File: src/hdl/utf8ld_pkg.sv
// ----------------------------------------------------------------------------
// utf8ld_pkg
// Shared types, constants and the lead byte decoder of the UTF-8 detector.
// ----------------------------------------------------------------------------
package utf8ld_pkg;

  localparam int COUNT_WIDTH_DEF = 16;
  localparam int BYTE_W          = 8;
  localparam int OUT_W           = 16;
  localparam int THR_W           = 7;
  localparam int KIND_W          = 3;
  localparam int MUL_W           = 8;
  localparam int STEP_W          = 3;
  localparam int CFG_ADDR_W      = 3;
  localparam int CFG_DATA_W      = 32;

  localparam logic [THR_W-1:0] THR_RESET = 7'd90;
  localparam logic [MUL_W-1:0] GOOD_SCALE = 8'd100;

  // Register index, taken from paddr[2]
  localparam logic REG_THRESHOLD = 1'b0;

  // Lead byte prefixes
  localparam logic [2:0] LEAD2_PAT = 3'h6;
  localparam logic [3:0] LEAD3_PAT = 4'hE;
  localparam logic [4:0] LEAD4_PAT = 5'h1E;
  localparam logic [5:0] LEAD5_PAT = 6'h3E;
  localparam logic [6:0] LEAD6_PAT = 7'h7E;
  localparam logic [1:0] CONT_PAT  = 2'h2;

  // Continuations a byte calls for
  localparam logic [KIND_W-1:0] KIND_ASCII = 3'd0;
  localparam logic [KIND_W-1:0] KIND_SEQ2  = 3'd1;
  localparam logic [KIND_W-1:0] KIND_SEQ3  = 3'd2;
  localparam logic [KIND_W-1:0] KIND_SEQ4  = 3'd3;
  localparam logic [KIND_W-1:0] KIND_SEQ5  = 3'd4;
  localparam logic [KIND_W-1:0] KIND_SEQ6  = 3'd5;
  localparam logic [KIND_W-1:0] KIND_BAD   = 3'd7;

  typedef enum logic [1:0] {
    V_IDLE,
    V_GOOD,
    V_SUM,
    V_HOLD
  } vstate_t;

  typedef struct packed {
    logic idle;
    logic hold;
    logic is_utf8;
  } vstat_t;

  function automatic logic [KIND_W-1:0] lead_kind(input logic [BYTE_W-1:0] b);
    logic [KIND_W-1:0] k;
    if (b[7] == 1'b0)                k = KIND_ASCII;
    else if (b[7:5] == LEAD2_PAT)    k = KIND_SEQ2;
    else if (b[7:4] == LEAD3_PAT)    k = KIND_SEQ3;
    else if (b[7:3] == LEAD4_PAT)    k = KIND_SEQ4;
    else if (b[7:2] == LEAD5_PAT)    k = KIND_SEQ5;
    else if (b[7:1] == LEAD6_PAT)    k = KIND_SEQ6;
    else                             k = KIND_BAD;
    return k;
  endfunction

endpackage

File: src/hdl/utf8ld_in_if.sv
// ----------------------------------------------------------------------------
// utf8ld_in_if
// Byte stream channel: valid/ready handshake with byte and end marker.
// ----------------------------------------------------------------------------
interface utf8ld_in_if;
  logic       valid;
  logic       ready;
  logic [7:0] byte_value;
  logic       last_byte;

  modport source (output valid, output byte_value, output last_byte, input ready);
  modport sink   (input valid, input byte_value, input last_byte, output ready);
endinterface

File: src/hdl/utf8ld_out_if.sv
// ----------------------------------------------------------------------------
// utf8ld_out_if
// Result channel: valid/ready handshake with verdict and both counts.
// ----------------------------------------------------------------------------
interface utf8ld_out_if;
  logic        valid;
  logic        ready;
  logic        is_utf8;
  logic [15:0] good_sequences;
  logic [15:0] bad_bytes;

  modport source (output valid, output is_utf8, output good_sequences,
                  output bad_bytes, input ready);
  modport sink   (input valid, input is_utf8, input good_sequences,
                  input bad_bytes, output ready);
endinterface

File: src/hdl/utf8ld_scan.sv
// ----------------------------------------------------------------------------
// utf8ld_scan
// Per-byte sequence tracker with saturating good and bad counters.
// ----------------------------------------------------------------------------
module utf8ld_scan
  import utf8ld_pkg::*;
#(
  parameter int COUNT_WIDTH = COUNT_WIDTH_DEF
) (
  input  logic                   clk,
  input  logic                   rst_n,
  input  logic                   accept,
  input  logic [BYTE_W-1:0]      byte_value,
  input  logic                   last_byte,
  output logic                   fin_valid,
  output logic [COUNT_WIDTH-1:0] fin_good,
  output logic [COUNT_WIDTH-1:0] fin_bad
);

  localparam int SUM_W = COUNT_WIDTH + 1;

  logic [KIND_W-1:0]      need_r, need_nxt;
  logic [KIND_W-1:0]      seen_r, seen_nxt;
  logic [COUNT_WIDTH-1:0] good_r, good_nxt;
  logic [COUNT_WIDTH-1:0] bad_r, bad_nxt;

  logic [KIND_W-1:0] kind, need_a, seen_a, seen_inc, bad_add;
  logic              cont, good_inc;
  logic [SUM_W-1:0]  good_sum, bad_sum;

  always_comb begin
    cont     = (byte_value[7:6] == CONT_PAT);
    kind     = lead_kind(byte_value);
    seen_inc = seen_r + 3'd1;
    need_a   = need_r;
    seen_a   = seen_r;
    good_inc = 1'b0;
    bad_add  = '0;
    if (need_r != KIND_ASCII && cont) begin
      if (seen_inc >= need_r) begin
        good_inc = 1'b1;
        need_a   = KIND_ASCII;
        seen_a   = '0;
      end else begin
        seen_a = seen_inc;
      end
    end else begin
      // broken sequence: lead plus collected continuations are bad
      if (need_r != KIND_ASCII) bad_add = 3'd1 + seen_r;
      need_a = KIND_ASCII;
      seen_a = '0;
      if (kind == KIND_BAD) begin
        bad_add = bad_add + 3'd1;
      end else if (kind != KIND_ASCII) begin
        need_a = kind;
      end
    end
    // sequence still open at end of stream
    if (last_byte && need_a != KIND_ASCII) bad_add = bad_add + 3'd1 + seen_a;

    good_sum = {1'b0, good_r} + SUM_W'(good_inc);
    bad_sum  = {1'b0, bad_r} + SUM_W'(bad_add);
    fin_good = good_sum[COUNT_WIDTH] ? '1 : good_sum[COUNT_WIDTH-1:0];
    fin_bad  = bad_sum[COUNT_WIDTH] ? '1 : bad_sum[COUNT_WIDTH-1:0];
    fin_valid = accept && last_byte;

    need_nxt = need_r;
    seen_nxt = seen_r;
    good_nxt = good_r;
    bad_nxt  = bad_r;
    if (accept) begin
      if (last_byte) begin
        need_nxt = KIND_ASCII;
        seen_nxt = '0;
        good_nxt = '0;
        bad_nxt  = '0;
      end else begin
        need_nxt = need_a;
        seen_nxt = seen_a;
        good_nxt = fin_good;
        bad_nxt  = fin_bad;
      end
    end
  end

  always_ff @(posedge clk) begin
    if (!rst_n) begin
      need_r <= KIND_ASCII;
      seen_r <= '0;
      good_r <= '0;
      bad_r  <= '0;
    end else begin
      need_r <= need_nxt;
      seen_r <= seen_nxt;
      good_r <= good_nxt;
      bad_r  <= bad_nxt;
    end
  end

  a_clear_after_last: assert property (@(posedge clk) disable iff (!rst_n)
    fin_valid |=> (need_r == KIND_ASCII && seen_r == '0 && good_r == '0 && bad_r == '0))
    else $error("stream state not cleared after last byte");

  a_need_range: assert property (@(posedge clk) disable iff (!rst_n)
    (need_r <= KIND_SEQ6 && seen_r < KIND_SEQ6))
    else $error("sequence tracker out of range");

  a_seen_below_need: assert property (@(posedge clk) disable iff (!rst_n)
    (need_r == KIND_ASCII) ? (seen_r == '0) : (seen_r < need_r))
    else $error("continuation count past the open lead");

endmodule

File: src/hdl/utf8ld_verdict.sv
// ----------------------------------------------------------------------------
// utf8ld_verdict
// Shift-add sequencer: sign of 100*good - (threshold+1)*(good+bad).
// ----------------------------------------------------------------------------
module utf8ld_verdict
  import utf8ld_pkg::*;
#(
  parameter int COUNT_WIDTH = COUNT_WIDTH_DEF
) (
  input  logic                   clk,
  input  logic                   rst_n,
  input  logic                   start,
  input  logic [COUNT_WIDTH-1:0] good_in,
  input  logic [COUNT_WIDTH-1:0] bad_in,
  input  logic [THR_W-1:0]       threshold,
  input  logic                   take,
  output vstat_t                 stat,
  output logic [COUNT_WIDTH-1:0] good_q,
  output logic [COUNT_WIDTH-1:0] bad_q
);

  localparam int ACC_W = COUNT_WIDTH + 10;

  vstate_t                  state_r, state_nxt;
  logic [STEP_W-1:0]        cnt_r, cnt_nxt;
  logic [MUL_W-1:0]         mbits_r, mbits_nxt;
  logic [ACC_W-1:0]         opnd_r, opnd_nxt;
  logic signed [ACC_W-1:0]  acc_r, acc_nxt;
  logic [COUNT_WIDTH-1:0]   good_r, good_nxt;
  logic [COUNT_WIDTH-1:0]   bad_r, bad_nxt;
  logic [ACC_W-1:0]         addend;
  logic                     last_step;

  assign last_step = (cnt_r == '1);

  // next state
  always_comb begin
    state_nxt = state_r;
    unique case (state_r)
      V_IDLE: if (start) state_nxt = V_GOOD;
      V_GOOD: if (last_step) state_nxt = V_SUM;
      V_SUM:  if (last_step) state_nxt = V_HOLD;
      V_HOLD: if (take) state_nxt = V_IDLE;
      default: state_nxt = V_IDLE;
    endcase
  end

  // outputs
  always_comb begin
    stat.idle    = (state_r == V_IDLE);
    stat.hold    = (state_r == V_HOLD);
    stat.is_utf8 = ~acc_r[ACC_W-1];
  end

  assign good_q = good_r;
  assign bad_q  = bad_r;

  // shared add/subtract datapath
  always_comb begin
    addend    = mbits_r[0] ? opnd_r : '0;
    cnt_nxt   = cnt_r;
    mbits_nxt = mbits_r;
    opnd_nxt  = opnd_r;
    acc_nxt   = acc_r;
    good_nxt  = good_r;
    bad_nxt   = bad_r;
    unique case (state_r)
      V_IDLE: begin
        if (start) begin
          good_nxt  = good_in;
          bad_nxt   = bad_in;
          opnd_nxt  = ACC_W'(good_in);
          mbits_nxt = GOOD_SCALE;
          acc_nxt   = '0;
          cnt_nxt   = '0;
        end
      end
      V_GOOD: begin
        acc_nxt   = acc_r + addend;
        cnt_nxt   = cnt_r + 1'b1;
        opnd_nxt  = opnd_r << 1;
        mbits_nxt = mbits_r >> 1;
        if (last_step) begin
          opnd_nxt  = ACC_W'({1'b0, good_r} + {1'b0, bad_r});
          mbits_nxt = MUL_W'({1'b0, threshold} + 8'd1);
        end
      end
      V_SUM: begin
        acc_nxt   = acc_r - addend;
        cnt_nxt   = cnt_r + 1'b1;
        opnd_nxt  = opnd_r << 1;
        mbits_nxt = mbits_r >> 1;
      end
      V_HOLD: ;
      default: ;
    endcase
  end

  always_ff @(posedge clk) begin
    if (!rst_n) begin
      state_r <= V_IDLE;
      cnt_r   <= '0;
    end else begin
      state_r <= state_nxt;
      cnt_r   <= cnt_nxt;
    end
  end

  always_ff @(posedge clk) begin
    mbits_r <= mbits_nxt;
    opnd_r  <= opnd_nxt;
    acc_r   <= acc_nxt;
    good_r  <= good_nxt;
    bad_r   <= bad_nxt;
  end

  a_start_idle: assert property (@(posedge clk) disable iff (!rst_n)
    start |-> state_r == V_IDLE)
    else $error("verdict started while busy");

  a_hold_stable: assert property (@(posedge clk) disable iff (!rst_n)
    (state_r == V_HOLD && !take) |=> (state_r == V_HOLD && $stable(acc_r)
      && $stable(good_r) && $stable(bad_r)))
    else $error("held verdict changed");

  a_hold_entry: assert property (@(posedge clk) disable iff (!rst_n)
    (state_r == V_SUM && last_step) |=> state_r == V_HOLD && cnt_r == '0)
    else $error("sequencer step count wrong");

endmodule

File: src/hdl/utf8_likelihood_detector_unit.sv
// ----------------------------------------------------------------------------
// utf8_likelihood_detector_unit
// Judges whether a byte stream is UTF-8 from counts of good and bad sequences.
// ----------------------------------------------------------------------------
// Usage:
//   in_stream  : one byte per transaction, last_byte marks the end of a stream.
//   out_stream : one transaction per stream, with is_utf8, good_sequences and
//                bad_bytes (counts saturate at 2^COUNT_WIDTH-1, low 16 bits).
//   APB port   : threshold_percent at byte address 0 (7 bits, reset 90).
//                Write only while no stream is in flight.
// Throughput: while the verdict sequencer is idle, a byte that is not last
//   is taken every cycle. After the last byte the sequencer drives one
//   shared add/subtract unit through 8 shift-add steps for 100*good, then 8
//   for (threshold+1)*(good+bad), waits in the hold state until the output
//   register can take the result and moves it there, then returns to idle.
//   in_stream is not ready while the sequencer is busy or holding, so the
//   next stream's first byte waits until it is idle again.
// Stall: a pending result in the output register does not block the next
//   stream; only a second finished verdict waits in the hold state.
// Reset (rst_n, sync): counters and sequence state clear, threshold -> 90,
//   output register empty.
// ----------------------------------------------------------------------------
module utf8_likelihood_detector_unit
  import utf8ld_pkg::*;
#(
  parameter int COUNT_WIDTH = COUNT_WIDTH_DEF
) (
  input  logic                  clk,
  input  logic                  rst_n,
  utf8ld_in_if.sink             in_stream,
  utf8ld_out_if.source          out_stream,
  input  logic                  psel,
  input  logic                  penable,
  input  logic                  pwrite,
  input  logic [CFG_ADDR_W-1:0] paddr,
  input  logic [CFG_DATA_W-1:0] pwdata,
  output logic [CFG_DATA_W-1:0] prdata,
  output logic                  pready
);

  logic [THR_W-1:0]       thr_r, thr_nxt;
  logic                   cfg_wr;

  logic                   in_accept;
  logic                   fin_valid;
  logic [COUNT_WIDTH-1:0] fin_good, fin_bad;
  vstat_t                 vstat;
  logic [COUNT_WIDTH-1:0] good_q, bad_q;
  logic                   take;

  logic                   out_valid_r, out_valid_nxt;
  logic                   out_utf8_r, out_utf8_nxt;
  logic [OUT_W-1:0]       out_good_r, out_good_nxt;
  logic [OUT_W-1:0]       out_bad_r, out_bad_nxt;

  // ---- configuration register ----
  assign pready = 1'b1;
  assign cfg_wr = psel && penable && pwrite && (paddr[2] == REG_THRESHOLD);

  always_comb begin
    thr_nxt = cfg_wr ? pwdata[THR_W-1:0] : thr_r;
    prdata  = (paddr[2] == REG_THRESHOLD) ? CFG_DATA_W'(thr_r) : '0;
  end

  // ---- byte scan ----
  assign in_stream.ready = vstat.idle;
  assign in_accept       = in_stream.valid && in_stream.ready;

  utf8ld_scan #(
    .COUNT_WIDTH(COUNT_WIDTH)
  ) u_scan (
    .clk       (clk),
    .rst_n     (rst_n),
    .accept    (in_accept),
    .byte_value(in_stream.byte_value),
    .last_byte (in_stream.last_byte),
    .fin_valid (fin_valid),
    .fin_good  (fin_good),
    .fin_bad   (fin_bad)
  );

  // ---- verdict sequencer ----
  utf8ld_verdict #(
    .COUNT_WIDTH(COUNT_WIDTH)
  ) u_verdict (
    .clk      (clk),
    .rst_n    (rst_n),
    .start    (fin_valid),
    .good_in  (fin_good),
    .bad_in   (fin_bad),
    .threshold(thr_r),
    .take     (take),
    .stat     (vstat),
    .good_q   (good_q),
    .bad_q    (bad_q)
  );

  // move held verdict when the output register is free or draining
  assign take = vstat.hold && (!out_valid_r || out_stream.ready);

  always_comb begin
    out_valid_nxt = out_valid_r;
    out_utf8_nxt  = out_utf8_r;
    out_good_nxt  = out_good_r;
    out_bad_nxt   = out_bad_r;
    if (out_valid_r && out_stream.ready) out_valid_nxt = 1'b0;
    if (take) begin
      out_valid_nxt = 1'b1;
      out_utf8_nxt  = vstat.is_utf8;
      out_good_nxt  = OUT_W'(good_q);
      out_bad_nxt   = OUT_W'(bad_q);
    end
  end

  always_ff @(posedge clk) begin
    if (!rst_n) begin
      thr_r       <= THR_RESET;
      out_valid_r <= 1'b0;
    end else begin
      thr_r       <= thr_nxt;
      out_valid_r <= out_valid_nxt;
    end
  end

  always_ff @(posedge clk) begin
    out_utf8_r <= out_utf8_nxt;
    out_good_r <= out_good_nxt;
    out_bad_r  <= out_bad_nxt;
  end

  assign out_stream.valid          = out_valid_r;
  assign out_stream.is_utf8        = out_utf8_r;
  assign out_stream.good_sequences = out_good_r;
  assign out_stream.bad_bytes      = out_bad_r;

  a_busy_after_last: assert property (@(posedge clk) disable iff (!rst_n)
    (in_accept && in_stream.last_byte) |=> !in_stream.ready)
    else $error("input taken while verdict pending");

  a_take_fills: assert property (@(posedge clk) disable iff (!rst_n)
    take |=> out_valid_r)
    else $error("verdict transaction lost");

  a_no_overwrite: assert property (@(posedge clk) disable iff (!rst_n)
    take |-> (!out_valid_r || out_stream.ready))
    else $error("output register overwritten");

endmodule

File: src/flat_wrapper.sv
// flat-port wrapper written by rule: the top's interface ports become plain ports
module utf8_likelihood_detector_unit_flat import utf8ld_pkg::*;
#(
  parameter int COUNT_WIDTH = COUNT_WIDTH_DEF
)
  (clk, rst_n, psel, penable, pwrite, paddr, pwdata, prdata, pready, in_stream_valid, in_stream_byte_value, in_stream_last_byte, in_stream_ready, out_stream_valid, out_stream_is_utf8, out_stream_good_sequences, out_stream_bad_bytes, out_stream_ready);
  utf8ld_in_if in_stream_i ();
  utf8ld_out_if out_stream_i ();
  input  logic clk;
  input  logic rst_n;
  input  logic psel;
  input  logic penable;
  input  logic pwrite;
  input  logic [CFG_ADDR_W-1:0] paddr;
  input  logic [CFG_DATA_W-1:0] pwdata;
  output logic [CFG_DATA_W-1:0] prdata;
  output logic pready;
  input wire logic [$bits(in_stream_i.valid)-1:0] in_stream_valid;
  input wire logic [$bits(in_stream_i.byte_value)-1:0] in_stream_byte_value;
  input wire logic [$bits(in_stream_i.last_byte)-1:0] in_stream_last_byte;
  output wire logic [$bits(in_stream_i.ready)-1:0] in_stream_ready;
  output wire logic [$bits(out_stream_i.valid)-1:0] out_stream_valid;
  output wire logic [$bits(out_stream_i.is_utf8)-1:0] out_stream_is_utf8;
  output wire logic [$bits(out_stream_i.good_sequences)-1:0] out_stream_good_sequences;
  output wire logic [$bits(out_stream_i.bad_bytes)-1:0] out_stream_bad_bytes;
  input wire logic [$bits(out_stream_i.ready)-1:0] out_stream_ready;
  assign in_stream_i.valid = in_stream_valid;
  assign in_stream_i.byte_value = in_stream_byte_value;
  assign in_stream_i.last_byte = in_stream_last_byte;
  assign in_stream_ready = in_stream_i.ready;
  assign out_stream_valid = out_stream_i.valid;
  assign out_stream_is_utf8 = out_stream_i.is_utf8;
  assign out_stream_good_sequences = out_stream_i.good_sequences;
  assign out_stream_bad_bytes = out_stream_i.bad_bytes;
  assign out_stream_i.ready = out_stream_ready;
  utf8_likelihood_detector_unit #(.COUNT_WIDTH(COUNT_WIDTH)) u_core (.clk(clk), .rst_n(rst_n), .in_stream(in_stream_i), .out_stream(out_stream_i), .psel(psel), .penable(penable), .pwrite(pwrite), .paddr(paddr), .pwdata(pwdata), .prdata(prdata), .pready(pready));
endmodule
File: config.mk
export PLATFORM = sky130hd
export DESIGN_NAME = utf8_likelihood_detector_unit_flat
export DESIGN_NICKNAME = d
export VERILOG_FILES = /design/src/hdl/utf8ld_pkg.sv /design/src/hdl/utf8ld_in_if.sv /design/src/hdl/utf8ld_out_if.sv /design/src/hdl/utf8ld_scan.sv /design/src/hdl/utf8ld_verdict.sv /design/src/hdl/utf8_likelihood_detector_unit.sv /design/src/flat_wrapper.sv
export SDC_FILE = /design/constraint.sdc
export NUM_CORES = 1
export LEC_CHECK = 0
export BUFFER_PORTS_ARGS = -buffer_cell sky130_fd_sc_hd__buf_2
export CORE_MARGIN = 2
export CORE_UTILIZATION = 40
export DETAILED_ROUTE_END_ITERATION = 8
export PLACE_DENSITY_LB_ADDON = 0.15
export SYNTH_ARGS = -nofsm -noshare
export SYNTH_HDL_FRONTEND = slang
export SYNTH_HIERARCHICAL = 1
export SYNTH_SLANG_ARGS = --single-unit
File: constraint.sdc
create_clock -name clk -period 5.2 [get_ports clk]
set_input_delay 1.04 -clock clk [delete_from_list [all_inputs] [get_ports clk]]
set_output_delay 1.04 -clock clk [all_outputs]
set_load 0.05 [all_outputs]
# ---- Word level (Yosys, flattened, before mapping)
# Index checks and enable logic that the tools add are counted.
dict set report totals {
  reg_bits 176
  out_inout_bits 68
  in_bits 51
  wordCells 112
}
dict set report classes {
  magnitude_cmp 1
  n_eq_ne 15
  n_reduce_logical 23
  n_bitwise 2
  add_sub_neg 11
  muxes 44
}
# operator n
set ops {}
lappend ops {{26-bit one-hot mux with 3 select lines} 2}
lappend ops {{26-bit two-way mux} 4}
lappend ops {{16-bit two-way mux} 4}
lappend ops {{3-bit two-way mux} 18}
lappend ops {{26-bit adder} 1}
lappend ops {{26-bit subtractor} 1}
lappend ops {{8-bit one-hot mux with 3 select lines} 1}
lappend ops {{16-bit by 1-bit adder with 17-bit output} 1}
lappend ops {{16-bit by 16-bit adder with 17-bit output} 1}
lappend ops {{16-bit by 3-bit adder with 17-bit output} 1}
lappend ops {{8-bit two-way mux} 2}
lappend ops {{2-bit two-way mux} 6}
lappend ops {{3-bit nonzero test} 4}
lappend ops {{3-bit by 1-bit adder with 3-bit output (second input constant)} 3}
lappend ops {{3-bit == test (second input constant)} 3}
lappend ops {{1-bit logical AND} 9}
lappend ops {{7-bit by 1-bit adder with 8-bit output (second input constant)} 1}
lappend ops {{2-bit != test (second input constant)} 4}
lappend ops {{2-bit one-hot mux with 4 select lines} 1}
lappend ops {{7-bit == test (second input constant)} 1}
lappend ops {{7-bit two-way mux} 1}
lappend ops {{2-bit == test (second input constant)} 3}
lappend ops {{6-bit == test (second input constant)} 1}
lappend ops {{3-bit one-hot mux with 2 select lines} 1}
lappend ops {{other kinds (15)} 22}

# ---- Depth between registers and ports, before layout
# Gate-level depths: netlist (run 1).
dict set report logic_depth {
  ltp_word 17
  depth_mapped 22
  mapped_depth_nobuf 20
}

# ---- By module
# The synthesis (run 1) kept the hierarchy.
# module instances area_per_inst_um2 cells_per_inst seq_area_each_um2
set by_module_without_submodules {}
lappend by_module_without_submodules {utf8ld_verdict 1 6697.7 689 2862.7}
lappend by_module_without_submodules {utf8ld_scan 1 2897.8 374 760.7}
lappend by_module_without_submodules {utf8_likelihood_detector_unit 1 1609.0 104 1151.1}

# ---- Worst setup path after synthesis (run 1)
# Ideal clock, no wire load.
dict set report synth_path {
  path_kind {input port to flip-flop}
  startpoint {input port in_stream_last_byte}
  endpoint {register u_core.u_verdict.acc_r[0] (enable)}
  setup_time_ns 0.485
  arrival_time_ns 4.622
  stages 5
  required_time_ns 4.715
  setup_slack_ns 0.093
  n_path_buf 2
  cell_sequence {clkbuf_1 > clkbuf_1 > and2_1 > nand2b_1 > nor2b_1}
}
dict set report synth_between {
  elab_chain_len 3
}
# element line
set synth_rtl {}
lappend synth_rtl {{start: declaration} flat_wrapper.sv:20} ;# input wire logic [$bits(in_stream_i.last_byte)-1:0] in_stream_last_byte;
lappend synth_rtl {{1-bit logical AND} utf8ld_scan.sv:65} ;# fin_valid = accept && last_byte;
lappend synth_rtl {{via u_core.fin_valid} utf8_likelihood_detector_unit.sv:45} ;# logic fin_valid;
lappend synth_rtl {{2-bit != test (no source line)} --}
lappend synth_rtl {{2-bit AND reduction (no source line)} --}
lappend synth_rtl {{end signal: assignment} utf8ld_verdict.sv:112} ;# acc_r <= acc_nxt;
lappend synth_rtl {{end: declaration} utf8ld_verdict.sv:28} ;# logic signed [ACC_W-1:0] acc_r, acc_nxt;
# The timed path passes the listed nets, and every way through them passes these cells.
# A chain may end at the register's enable or synchronous reset.

# ---- Worst setup path after layout (run 1)
dict set report layout_path {
  startpoint {register u_core.u_scan.seen_r[0]}
  endpoint {register u_core.u_scan.bad_r[12]}
}
dict set report layout_between {
  elab_chain_len 12
  elab_cells_between_ends 19
  classes_between {add/sub: 5; order compare: 1; mux: 11; reduce/logical: 2}
}
# element line
set layout_rtl {}
lappend layout_rtl {{start: declaration} utf8ld_scan.sv:23} ;# logic [KIND_W-1:0] seen_r, seen_nxt;
lappend layout_rtl {{start signal: assignment} utf8ld_scan.sv:94} ;# seen_r <= seen_nxt;
lappend layout_rtl {{1-bit by 3-bit adder with 3-bit output (*)} {utf8ld_scan.sv:34, utf8ld_scan.sv:49}}
lappend layout_rtl {{3-bit two-way mux} utf8ld_scan.sv:49} ;# if (need_r != KIND_ASCII) bad_add = 3'd1 + seen_r;
lappend layout_rtl {{3-bit two-way mux} utf8ld_scan.sv:39} ;# if (need_r != KIND_ASCII && cont) begin
lappend layout_rtl {{3-bit by 1-bit adder with 3-bit output} utf8ld_scan.sv:53} ;# bad_add = bad_add + 3'd1;
lappend layout_rtl {{3-bit two-way mux} utf8ld_scan.sv:52} ;# if (kind == KIND_BAD) begin
lappend layout_rtl {{3-bit two-way mux} utf8ld_scan.sv:39}
lappend layout_rtl {{3-bit by 1-bit adder with 3-bit output} utf8ld_scan.sv:59} ;# if (last_byte && need_a != KIND_ASCII) bad_add = bad_add + 3'd1 + seen_a;
lappend layout_rtl {{3-bit adder} utf8ld_scan.sv:59}
lappend layout_rtl {{3-bit two-way mux (*)} utf8ld_scan.sv:59}
lappend layout_rtl {{16-bit by 3-bit adder with 17-bit output (*)} utf8ld_scan.sv:62} ;# bad_sum = {1'b0, bad_r} + SUM_W'(bad_add);
lappend layout_rtl {{16-bit two-way mux (*)} utf8ld_scan.sv:64} ;# fin_bad = bad_sum[COUNT_WIDTH] ? '1 : bad_sum[COUNT_WIDTH-1:0];
lappend layout_rtl {{via u_core.fin_bad[12]} utf8_likelihood_detector_unit.sv:46} ;# logic [COUNT_WIDTH-1:0] fin_good, fin_bad;
lappend layout_rtl {{16-bit two-way mux (*)} utf8ld_scan.sv:72} ;# if (last_byte) begin
lappend layout_rtl {{end signal: assignment} utf8ld_scan.sv:96} ;# bad_r <= bad_nxt;
lappend layout_rtl {{end: declaration} utf8ld_scan.sv:25} ;# logic [COUNT_WIDTH-1:0] bad_r, bad_nxt;
# Mark *: on every way through the listed nets, which the timed path passes. The rest lies on a longest branch. The select of a mux whose other input is x is not followed.

==> results.md, run 1 <==
* Status: completed
* Hold Crit Start: u_core/u_verdict/good_q[3]$_DFFE_PP_
* Starting Density at between 40% and 50%
* Clock group share of total power at 16.8%
* P_sw at about 3400 µW
* Highest-count cells in the layout ignoring fill and taps: nand2_1, edfxtp_1, a21oi_1
* Largest net degree at the start of global routing at 45
* Worst-path clk slew at around 0.080 ns
* Grt ovf at 0
* Skew final at around 0.014 ns
* Critical Path RT at about 5.5 ns
* Die width at 171.4 µm
* RSZ-0062 raised after global routing: false
* First-pass GRT wire length at around 42 mm
* Final HPWL DP at about 19 mm
* Worst hold path type: reg -> reg
* H-tree Lvls at 4
* DIE HEIGHT at approximately 170 µm
* GRT Total Usage at around 18%
* Finish-stage setup viols at 0
* Max IR drop VDD at 271.8 µV
* Avg WL per Cell at between 15 and 20 µm
* Synth warn at 6
* Full die area at 29370 µm²
* Initial antenna violation count at 0
* DRT Pass-1 Iters at 5
* Max cap viols at 0
* Tightest Pin Transition at roughly 0.9 ns
* Post-synth top area share at between 30% and 40%
* Seq/Total Area, Yosys at 42.61%
* Area grow syn2layout at 9.994%
* Post-synthesis cell area at ~11000 µm²
* Setup CP Type: reg -> reg
* # nets final at approximately 1300
* Crit path to: u_core/u_scan/bad_r[12]$_SDFFE_PN0P_
* Ports at between 100 and 150
* Final WS setup at 0.5115 ns
* Pwr Density at ~630 nW/µm²
* Most used DFF post-synth: edfxtp_1
* CTS Buf Count at 17
* Min Tclk post-route at approximately 4.7 ns
* Routed Wire Length at ~26 mm
* #FFs+latches synth at ~180
* Total negative slack at 0 ns
* Detail Route Antenna Nets at 0
* Relative slew margins at about two fifths
* Pleak at a little under 0.005 µW
* CTS tree: built
* Clk buf depth at 2
* Worst Path Arrival at 5.01 ns
* Post-synth EDFFs at ~130
* # rows at 61
* Syn Area/Cell at between 9 and 10 µm²
* Reg-to-reg endpoint: u_core/u_scan/bad_r[12]$_SDFFE_PN0P_
* Filler Cell Count at roughly 2700
* First DRT Iteration DRCs at between 700 and 800
* Placed insts at 1565
* Post-synthesis cell count at 1167
* DP Worst Slack at between 0.3 and 0.4 ns
* # port buffers at 64
* Worst R2R Setup Slack at 0.51 ns
* Routability-driven placement congestion ratio at 0.8112
* Drc violations at 0
* Clk_lat worst skew at between 0.4 and 0.5 ns
* CTS Sinks at 176
* Combinational Power Share at a little over half
* Pint at about 4300 µW
* Final hold violation count at 0
* Worst setup path start: u_core/u_scan/seen_r[0]$_SDFFE_PN0P_
* Ys async rst share at 0%
* Yosys top cell by area: edfxtp_1
* Fmax at 213.3 MHz
* Synth area leaders: edfxtp_1, dfxtp_1, ha_1
* Total power at slightly below 8000 µW
* Most common cell after layout, fill and taps aside: nand2_1
* Seq. cell area at 4775 µm²
* Seq pwr share at between 20% and 30%
* Final Hold Slack at between 0.4 and 0.5 ns
* Non-Filler Instances at roughly 1600
* Crit path max fanout at 7
* Final Cycle Share at approximately nine tenths
* Switching portion of total power at a little over two fifths
* Critical path startpoint category: flip-flop
* Synth cell types at 88
* N_diodes at 0
* Total number of vias at approximately 8600
* Via density per instance at around 5.4
* Slew Viols, Final at 0
* Core area at roughly 28000 µm²
* Worst reg-to-reg path cell count at 18
* Layout cell share with drive strength beyond 1 at between 10 and 15%
* Clock Tree Root: clkbuf_16
* Area of the multi-input gates at slightly below 6000 µm²
* Vias in the first global route at approximately 8000
* Critical Path Sink Type: flip-flop
* Worst R2R Start: u_core/u_scan/seen_r[0]$_SDFFE_PN0P_
[power by group through the flow]
stage | sequential (µW) | clock (µW) | combinational [µW]
3_5_place_dp | 2320 | 0 | 4120
4_1_cts | 2290 | 1340 | 4150
5_1_grt | 2330 | 1380 | 4660
6_report | 2290 | 1300 | 4150
3_3_place_gp | 2310 | 0 | 4100
2_1_floorplan | 2300 | 0 | 3220
[Yosys cell counts (5+ instances only)]
library cell,n
a211oi_1,6
a21boi_0,5
a21o_1,25
a21oi_1,72
a22o_1,13
a22oi_1,13
a31oi_1,16
and2_1,26
and2b_2,7
and3_1,22
and3b_1,6
buf_2,6
buf_4,27
buf_6,6
clkbuf_1,33
dfxtp_1,51
edfxtp_1,125
ha_1,61
inv_1,38
mux2i_1,15
nand2_1,139
nand2b_1,9
nand3_1,28
nand4_1,9
nor2_1,70
nor2b_1,34
nor3_1,23
nor3b_1,6
o211a_1,6
o211ai_1,12
o21a_1,13
o21ai_0,62
o221ai_1,10
o31ai_1,8
or3_1,10
xnor2_1,27
xor2_1,37
[how the worst min path moves through the flow]
| stage | to | slack [ns] | depth (start not counted) |
|---|---|---|---|
| 3_5_place_dp | u_core/out_stream.good_sequences[3]$_DFFE_PP_ | 0.45 | 0 |
| 3_3_place_gp | u_core/out_stream.good_sequences[12]$_DFFE_PP_ | 0.44 | 0 |
| 4_1_cts | u_core/out_stream.good_sequences[3]$_DFFE_PP_ | 0.47 | 0 |
| 6_report | u_core/out_stream.good_sequences[3]$_DFFE_PP_ | 0.46 | 0 |
| 5_1_grt | u_core/out_stream.good_sequences[12]$_DFFE_PP_ | 0.48 | 0 |
| 2_1_floorplan | u_core/out_stream.bad_bytes[0]$_DFFE_PP_ | 0.43 | 0 |
[per-layer routing]
metal	vias to the layer above	part of all wire, %	global-route usage, %
li1	4300	-	-
met1	4063	51	26.38
met2	167	44	27.73
met3	20	3.4	2.416
met4	0	1.2	4.606
met5	-	0	0
[critical path, stage by stage (launching register included)]
cell and delay (ns):
dfxtp_1 0.39, ha_1 0.26, xnor2_1 0.30, inv_1 0.08, ha_1 0.29, a21oi_1 0.17, o21ai_1 0.15, o31ai_1 0.56
o31ai_4 0.14, o21ai_0 0.21, ha_1 0.21, inv_1 0.06, fa_1 0.37, and2b_1 0.33, o211a_1 0.27, and3_1 0.19
mux2_2 0.38, a22oi_1 0.15, nor2b_1 0.06
[stage by stage]
step | util (%) | area [µm²]
2_1_floorplan | - | 11290
3_3_place_gp | 42.34 | 11730
3_5_place_dp | 42.34 | 11730
4_1_cts | 44.45 | 12310
5_1_grt | 44.48 | 12320
6_report | 44.48 | 12320
[state kept, by name (all words and copies together), names as in the netlist]
register and flops:
u_core/u_verdict/good_q 16, u_core/out_stream.is_utf8 1, u_core/out_stream.valid 1, u_core/u_verdict/cnt_r 3, u_core/u_scan/seen_r 3, u_core/u_verdict/state_r 2, u_core/out_stream.good_sequences 16, u_core/u_verdict/mbits_r 8
u_core/u_scan/good_r 16, u_core/u_scan/bad_r 16, u_core/u_verdict/acc_r 26, u_core/u_verdict/opnd_r 26, u_core/u_verdict/bad_q 16, u_core/u_scan/need_r 3, u_core/thr_r 7, u_core/out_stream.bad_bytes 16
[cells by family (layout without fill, tap and decap cells)]
logic type	Yosys count	count (layout)	synth area share, %
other cells	2	26	0.06703
buf+inv	115	143	5.327
fa+ha+maj	64	64	7.348
xor+xnor	64	64	5.003
simple gates	424	424	19.59
compound gates	304	304	18.41
mux	18	18	1.641
flops	176	176	42.61
[area by class of cell]
cell class	instances	share of cell area (%)
Clock buffer	18	3.482
Clock inverter	14	1.249
Inverter	38	1.157
Multi-Input combinational cell	900	48.28
Sequential cell	176	38.74
Tap cell	378	3.838
Timing Repair Buffer	73	3.249
[timing repair]
item | in CTS | in global routing
buffers inserted | 0 | 0
setup endpoints to repair | 0 | 12
gates resized for setup | 0 | 2
hold buffers | 0 | 0
(Power assumes the default switching activity.)
==> inputs of run 2 (changes only) <==
==> constraint.sdc (replaced) <==
create_clock -name clk -period 5.2 [get_ports clk]
set_input_delay 1.3 -clock clk [delete_from_list [all_inputs] [get_ports clk]]
set_output_delay 1.3 -clock clk [all_outputs]
set_load 0.05 [all_outputs]
==> run 2 against run 1 <==
Core utilization is 0.13 points higher. Non-clock buffer count is 7 higher. Sequential share of layout area is 0.11 points lower. Sequential power hardly changed. Hold slack worse by 0.00086 ns. Die area stayed put. Clock-buffer cell count stayed put. Maximum frequency is 0.45% lower. Sequential cell count stayed put. Power hardly changed. Largest power group unchanged.
==> results.md, run 2 (same netlist as run 1, synthesis figures left out) <==
* Status: completed
* Routed Wire Length at 26.11 mm (+0.84%)
* First DRT Iteration DRCs at 550 (-27%)
* Fmax at 212.3 MHz (-0.45%)
* N_diodes at 0 (unchanged)
* Filler Cell Count at 2696 (+0.30%)
* Grt ovf at 0 (unchanged)
* Vias in the first global route at 7922 (-0.75%)
* Setup CP Type: reg -> reg
* RSZ-0062 raised after global routing: false
* Pwr Density at 625.9 nW/µm² (-0.29%)
* DIE HEIGHT at 171.4 µm (unchanged)
* Area of the multi-input gates at 5941 µm² (-0.17%)
* DRT Pass-1 Iters at 5 (unchanged)
* Full die area at 29370 µm² (unchanged)
* Total power at 7736 µW (about the same)
* H-tree Lvls at 4 (unchanged)
* Starting Density at 40.44% (unchanged)
* Clk_lat worst skew at 0.44 ns (about the same)
* # nets final at 1328 (+0.53%)
* Highest-count cells in the layout ignoring fill and taps: nand2_1, edfxtp_1, a21oi_1
* Relative slew margins at 37.01% (-2.9 points)
* Routability-driven placement congestion ratio at 0.8118 (about the same)
* Tightest Pin Transition at 0.9449 ns (+0.04326 ns)
* Max stage delay on crit path at 0.57 ns (about the same)
* Clock Tree Root: clkbuf_16
* Most common cell after layout, fill and taps aside: nand2_1
* Max cap viols at 0 (unchanged)
* Clk buf depth at 2 (unchanged)
* Crit path cell chain: ha_1, xnor2_1, inv_1, ha_1, a21oi_1, o21ai_1, o31ai_1, o31ai_4, o21ai_0, ha_1, inv_1, fa_1, and2b_1, o211ai_4, or3_1, buf_4, nand2_1, a21oi_1, and3b_1
* Skew final at 0.01366 ns (-0.0001067 ns)
* Area grow syn2layout at 10.32%
* Wl on met1 at 13.38 mm (+1.4%)
* Worst-path clk slew at 0.08 ns (about the same)
* Number of setup buffers added after CTS at 0 (unchanged)
* # rows at 61 (unchanged)
* Switching portion of total power at 44.45% (+0.50 points)
* Via density per instance at 5.350 (about the same)
* CTS tree: built
* Finish-stage setup viols at 0 (unchanged)
* Combinational Power Share at 53.4% (-0.2 points)
* Core area at 27710 µm² (unchanged)
* Max IR drop VDD at 298.1 µV (+9.7%)
* CTS Sinks at 176 (unchanged)
* Critical Path RT at 5.58 ns (+0.06 ns)
* Ports at 119 (unchanged)
* Initial antenna violation count at 0 (unchanged)
* Avg WL per Cell at 16.28 µm (+0.40%)
* Pint at 4298 µW (-0.89%)
* Worst path slowest cell: o31ai_1
* Die width at 171.4 µm (unchanged)
* Most used cell, CP: ha_1
* P_sw at 3438 µW (+1.2%)
* Drc violations at 0 (unchanged)
* Min Tclk post-route at 4.710 ns (+0.02096 ns)
* Post-CTS Hold Buffers at 0 (unchanged)
* Pleak at 0.005000 µW (+0.56%)
* Worst Path Arrival at 5.09 ns (+0.08 ns)
* # port buffers at 64 (unchanged)
* Clock group share of total power at 16.9% (about the same)
* Total negative slack at 0 ns (unchanged)
* Biggest regs: u_core/u_verdict/acc_r (26), u_core/u_verdict/opnd_r (26)
* Worst hold path type: reg -> reg
* Total number of vias at 8581 (+0.36%)
* First-pass GRT wire length at 41.85 mm (-0.30%)
* PostCTS Resize Cnt at 0 (unchanged)
* Critical path startpoint category: flip-flop
* Max layer used: met4
* Seq. cell area at 4775 µm² (unchanged)
* Seq pwr share at 29.6% (about the same)
* Critical Path Sink Type: flip-flop
* Layout cell share with drive strength beyond 1 at 11.99% (+0.42 points)
* Slew Viols, Final at 0 (unchanged)
* Detail Route Antenna Nets at 0 (unchanged)
* DR WL met2 at 11.40 mm (-0.99%)
* Met3 WL at 950 µm (+7.6%)
* Final Cycle Share at 90.57% (+0.40 points)
* Crit path max fanout at 8 (+1)
* Largest net degree at the start of global routing at 61 (+36%)
* Final HPWL DP at 18.56 mm (-0.42%)
* Final hold violation count at 0 (unchanged)
* CTS Buf Count at 17 (unchanged)
* GRT Total Usage at 18.03% (+0.094 points)
[run 2: cell types whose count changed in the layout (fill, tap and decap cells not counted), sizes merged]
cell / previous run / this run
buf: 73 / 80
inv: 44 / 48
clkinv: 5 / 2
bufinv: 2 / 1
[run 2: metal layers]
metal  GRT usage, %  vias to the layer above
met5              0                        -
met3          2.577                       19
met2          27.45                      173
met1          26.56                     4081
li1               -                     4308
met4          5.158                        0
[run 2: power groups by stage]
stage          Clock, µW  Combinational, µW  Sequential (µW)
2_1_floorplan          0               3220             2280
3_3_place_gp           0               4100             2320
3_5_place_dp           0               4120             2330
4_1_cts             1350               4150             2300
5_1_grt             1400               4670             2340
6_report            1310               4130             2290
[run 2: worst max-delay path, delay by kind of cell (launching register included)]
family | cells | cell delay [ns]
compound gates | 7 | 1.46
xor+xnor | 1 | 0.33
fa+ha+maj | 4 | 1.11
buf+inv | 3 | 0.32
flops | 1 | 0.38
simple gates | 4 | 1.05
[run 2: path summary, 6_finish.rpt]
check,startpoint,end,slack [ns],cells past startpoint
hold reg to reg,u_core/u_verdict/good_q[13]$_DFFE_PP_,u_core/out_stream.good_sequences[13]$_DFFE_PP_,0.46,0
hold / removal,u_core/u_verdict/good_q[13]$_DFFE_PP_,u_core/out_stream.good_sequences[13]$_DFFE_PP_,0.46,0
setup / recovery,u_core/u_scan/seen_r[0]$_SDFFE_PN0P_,u_core/u_scan/bad_r[3]$_SDFFE_PN0P_,0.49,19
setup reg to reg,u_core/u_scan/seen_r[0]$_SDFFE_PN0P_,u_core/u_scan/bad_r[3]$_SDFFE_PN0P_,0.49,19
[run 2: stage by stage]
step           area (µm²)  utilization, %  hold WS, ns  cells  setup slack, ns
2_1_floorplan       11300               -       0.4307   1191           0.7076
3_3_place_gp        11770           42.49       0.4438   1572           0.4548
3_5_place_dp        11770           42.49       0.4508   1572           0.4042
4_1_cts             12360           44.61       0.4670   1604           0.4851
5_1_grt             12360           44.61       0.4800   1604          0.05210
6_report            12360           44.61       0.4639   1604           0.4905
[run 2: layout make-up]
| type | count | share of cell area (%) |
|---|---|---|
| Multi-Input combinational cell | 900 | 48.06 |
| Sequential cell | 176 | 38.63 |
| Tap cell | 378 | 3.826 |
| Timing Repair Buffer | 80 | 3.563 |
| Clock buffer | 18 | 3.472 |
| Clock inverter | 14 | 1.296 |
| Inverter | 38 | 1.154 |
==> inputs of run 3 (changes only) <==
- CELL_PAD_IN_SITES_DETAIL_PLACEMENT: not set -> 1
- CELL_PAD_IN_SITES_GLOBAL_PLACEMENT: not set -> 1
- CORE_MARGIN: 2 -> 1.5
==> run 3 against run 2 <==
Sequential cell count unchanged. Global-route usage increased by 2.2 points. Die area decreased by 1.2%. Critical path depth down 1. Cell count fell by 0.12%. First-iteration DRC count is 13% lower. Core utilization down 0.077 points. Combinational power up 3%. Maximum frequency fell by 0.61%. Critical path type unchanged. Highest routed layer unchanged.
==> results.md, run 3 (same netlist as run 1, synthesis figures left out) <==
* Crit path cell chain: ha_1, xnor2_1, inv_1, ha_1, a21oi_1, o21ai_1, o31ai_1, o31ai_4, o21ai_0, ha_1, inv_1, fa_1, and2b_1, o211ai_4, nor3_1, nor3b_1, o21ai_0, and3b_1
* Pleak at 0.004977 µW (-0.44%)
* RSZ-0062 raised after global routing: false
* Total negative slack at 0 ns (unchanged)
* Crit-path leading delay family: compound AO/OA/AOI/OAI gates
* Clk_lat worst skew at 0.44 ns (about the same)
* Seq pwr share at 29.4% (-0.2 points)
* Routability-driven placement congestion ratio at 0.7825 (-3.6%)
* Clk buf depth at 2 (unchanged)
* Combinational Power Share at 54.4% (+1.0 points)
* Slew Viols, Final at 0 (unchanged)
* Skew final at 0.01629 ns (+0.002633 ns)
* Die width at 170.4 µm (-0.58%)
* Worst path slowest cell: o31ai_1
* Layout cell share with drive strength beyond 1 at 11.85% (-0.14 points)
* Biggest regs: u_core/u_verdict/acc_r (26), u_core/u_verdict/opnd_r (26)
* Drc violations at 0 (unchanged)
* Max cap viols at 0 (unchanged)
* DP Worst Slack at 0.3672 ns (-0.03695 ns)
* First-pass GRT wire length at 45.96 mm (+9.8%)
* # nets final at 1326 (-0.15%)
* CTS Buf Count at 17 (unchanged)
* PostCTS Resize Cnt at 0 (unchanged)
* Crit path max fanout at 7 (-1)
* Max IR drop VDD at 259.1 µV (-13%)
* Switching portion of total power at 45.45% (+1.0 points)
* Min Tclk post-route at 4.739 ns (+0.02908 ns)
* CP bufs+invs at 2 (-1)
* # rows at 61 (unchanged)
* Pint at 4262 µW (-0.83%)
* Most common cell after layout, fill and taps aside: nand2_1
* H-tree Lvls at 4 (unchanged)
* Ports at 119 (unchanged)
* Non-Filler Instances at 1602 (-0.12%)
* Setup CP Type: reg -> reg
* Finish-stage setup viols at 0 (unchanged)
* Largest net degree at the start of global routing at 46 (-25%)
* Filler Cell Count at 3178 (+18%)
* Worst-path clk slew at 0.08 ns (about the same)
* Critical path startpoint category: flip-flop
* Number of setup buffers added after CTS at 0 (unchanged)
* Core area at 27710 µm² (unchanged)
* Full die area at 29020 µm² (-1.2%)
* Relative slew margins at 43.11% (+6.1 points)
* Max stage delay on crit path at 0.53 ns (-0.04 ns)
* DIE HEIGHT at 170.4 µm (-0.58%)
* Routed Wire Length at 28.40 mm (+8.8%)
* Final HPWL DP at 20.62 mm (+11%)
* Post-CTS Hold Buffers at 0 (unchanged)
* Clock group share of total power at 16.2% (-0.7 points)
* Fmax at 211.0 MHz (-0.61%)
* Placed insts at 1570 (-0.13%)
* DRT Pass-1 Iters at 5 (unchanged)
* N_diodes at 0 (unchanged)
* Initial antenna violation count at 0 (unchanged)
* CTS tree: built
* Clock Tree Root: clkbuf_16
* Area grow syn2layout at 10.13%
* Worst Path Arrival at 5.12 ns (+0.03 ns)
* Starting Density at 40.44% (unchanged)
* Detail Route Antenna Nets at 0 (unchanged)
* Seq. cell area at 4775 µm² (unchanged)
* Vias in the first global route at 8556 (+8.0%)
* GRT Total Usage at 20.23% (+2.2 points)
* P_sw at 3550 µW (+3.3%)
* Status: completed
* Most used cell, CP: ha_1
* Avg WL per Cell at 17.73 µm (+8.9%)
* Critical Path Sink Type: flip-flop
* First DRT Iteration DRCs at 478 (-13%)
* Critical Path RT at 5.58 ns (about the same)
* Pwr Density at 633.1 nW/µm² (+1.2%)
* Grt ovf at 0 (unchanged)
* Final WS setup at 0.4614 ns (-0.02908 ns)
* Area of the multi-input gates at 5941 µm² (unchanged)
* CTS Sinks at 176 (unchanged)
* Tightest Pin Transition at 0.8516 ns (-0.09333 ns)
* Final hold violation count at 0 (unchanged)
* # port buffers at 64 (unchanged)
* Via density per instance at 5.453 (+1.9%)
* Worst hold path type: reg -> reg
* Highest-count cells in the layout ignoring fill and taps: nand2_1, edfxtp_1, a21oi_1
* Final Cycle Share at 91.13% (+0.56 points)
* Total number of vias at 8736 (+1.8%)
==> run 3: through the flow <==
stage               area, µm²  power [µW]  hold slack (ns)  utilization [%]
floorplan               11300        5503           0.4307                -
global placement        11770        6473           0.4406            42.48
detailed placement      11770        6568           0.4458            42.48
CTS                     12340        7876           0.4655            44.54
global route            12340        8425           0.4764            44.54
finish                  12340        7812           0.4638            44.54
==> run 3: routing by layer <==
layer / GRT usage [%] / routed length [µm] / vias to the layer above
met2: 31.91 / 12740 / 125
met3: 2.302 / 705 / 25
li1: - / - / 4315
met5: 0 / 0 / -
met1: 29.17 / 14540 / 4271
met4: 5.694 / 405 / 0
==> run 3: path summary, 6_finish.rpt <==
check,slack (ns),end,startpoint,cells past startpoint
worst max-delay path,0.46,u_core/u_scan/bad_r[3]$_SDFFE_PN0P_,u_core/u_scan/seen_r[0]$_SDFFE_PN0P_,18
worst min-delay path,0.46,u_core/out_stream.good_sequences[13]$_DFFE_PP_,u_core/u_verdict/good_q[13]$_DFFE_PP_,0
worst max register to register,0.46,u_core/u_scan/bad_r[3]$_SDFFE_PN0P_,u_core/u_scan/seen_r[0]$_SDFFE_PN0P_,18
worst min register to register,0.46,u_core/out_stream.good_sequences[13]$_DFFE_PP_,u_core/u_verdict/good_q[13]$_DFFE_PP_,0
==> run 3: cell type report <==
class | instances | area share, %
multi-input cells | 900 | 48.14
clock inverters | 15 | 1.176
well taps | 378 | 3.833
clock buffers | 17 | 3.448
repair buffers | 78 | 3.549
inverters | 38 | 1.156
flip-flops and latches | 176 | 38.69
==> run 3: power by group through the flow <==
| stage | clock, µW | sequential [µW] | combinational [µW] |
|---|---|---|---|
| global placement | 0 | 2320 | 4160 |
| CTS | 1300 | 2300 | 4280 |
| global route | 1350 | 2340 | 4740 |
| floorplan | 0 | 2280 | 3220 |
| detailed placement | 0 | 2330 | 4240 |
| finish | 1260 | 2290 | 4250 |
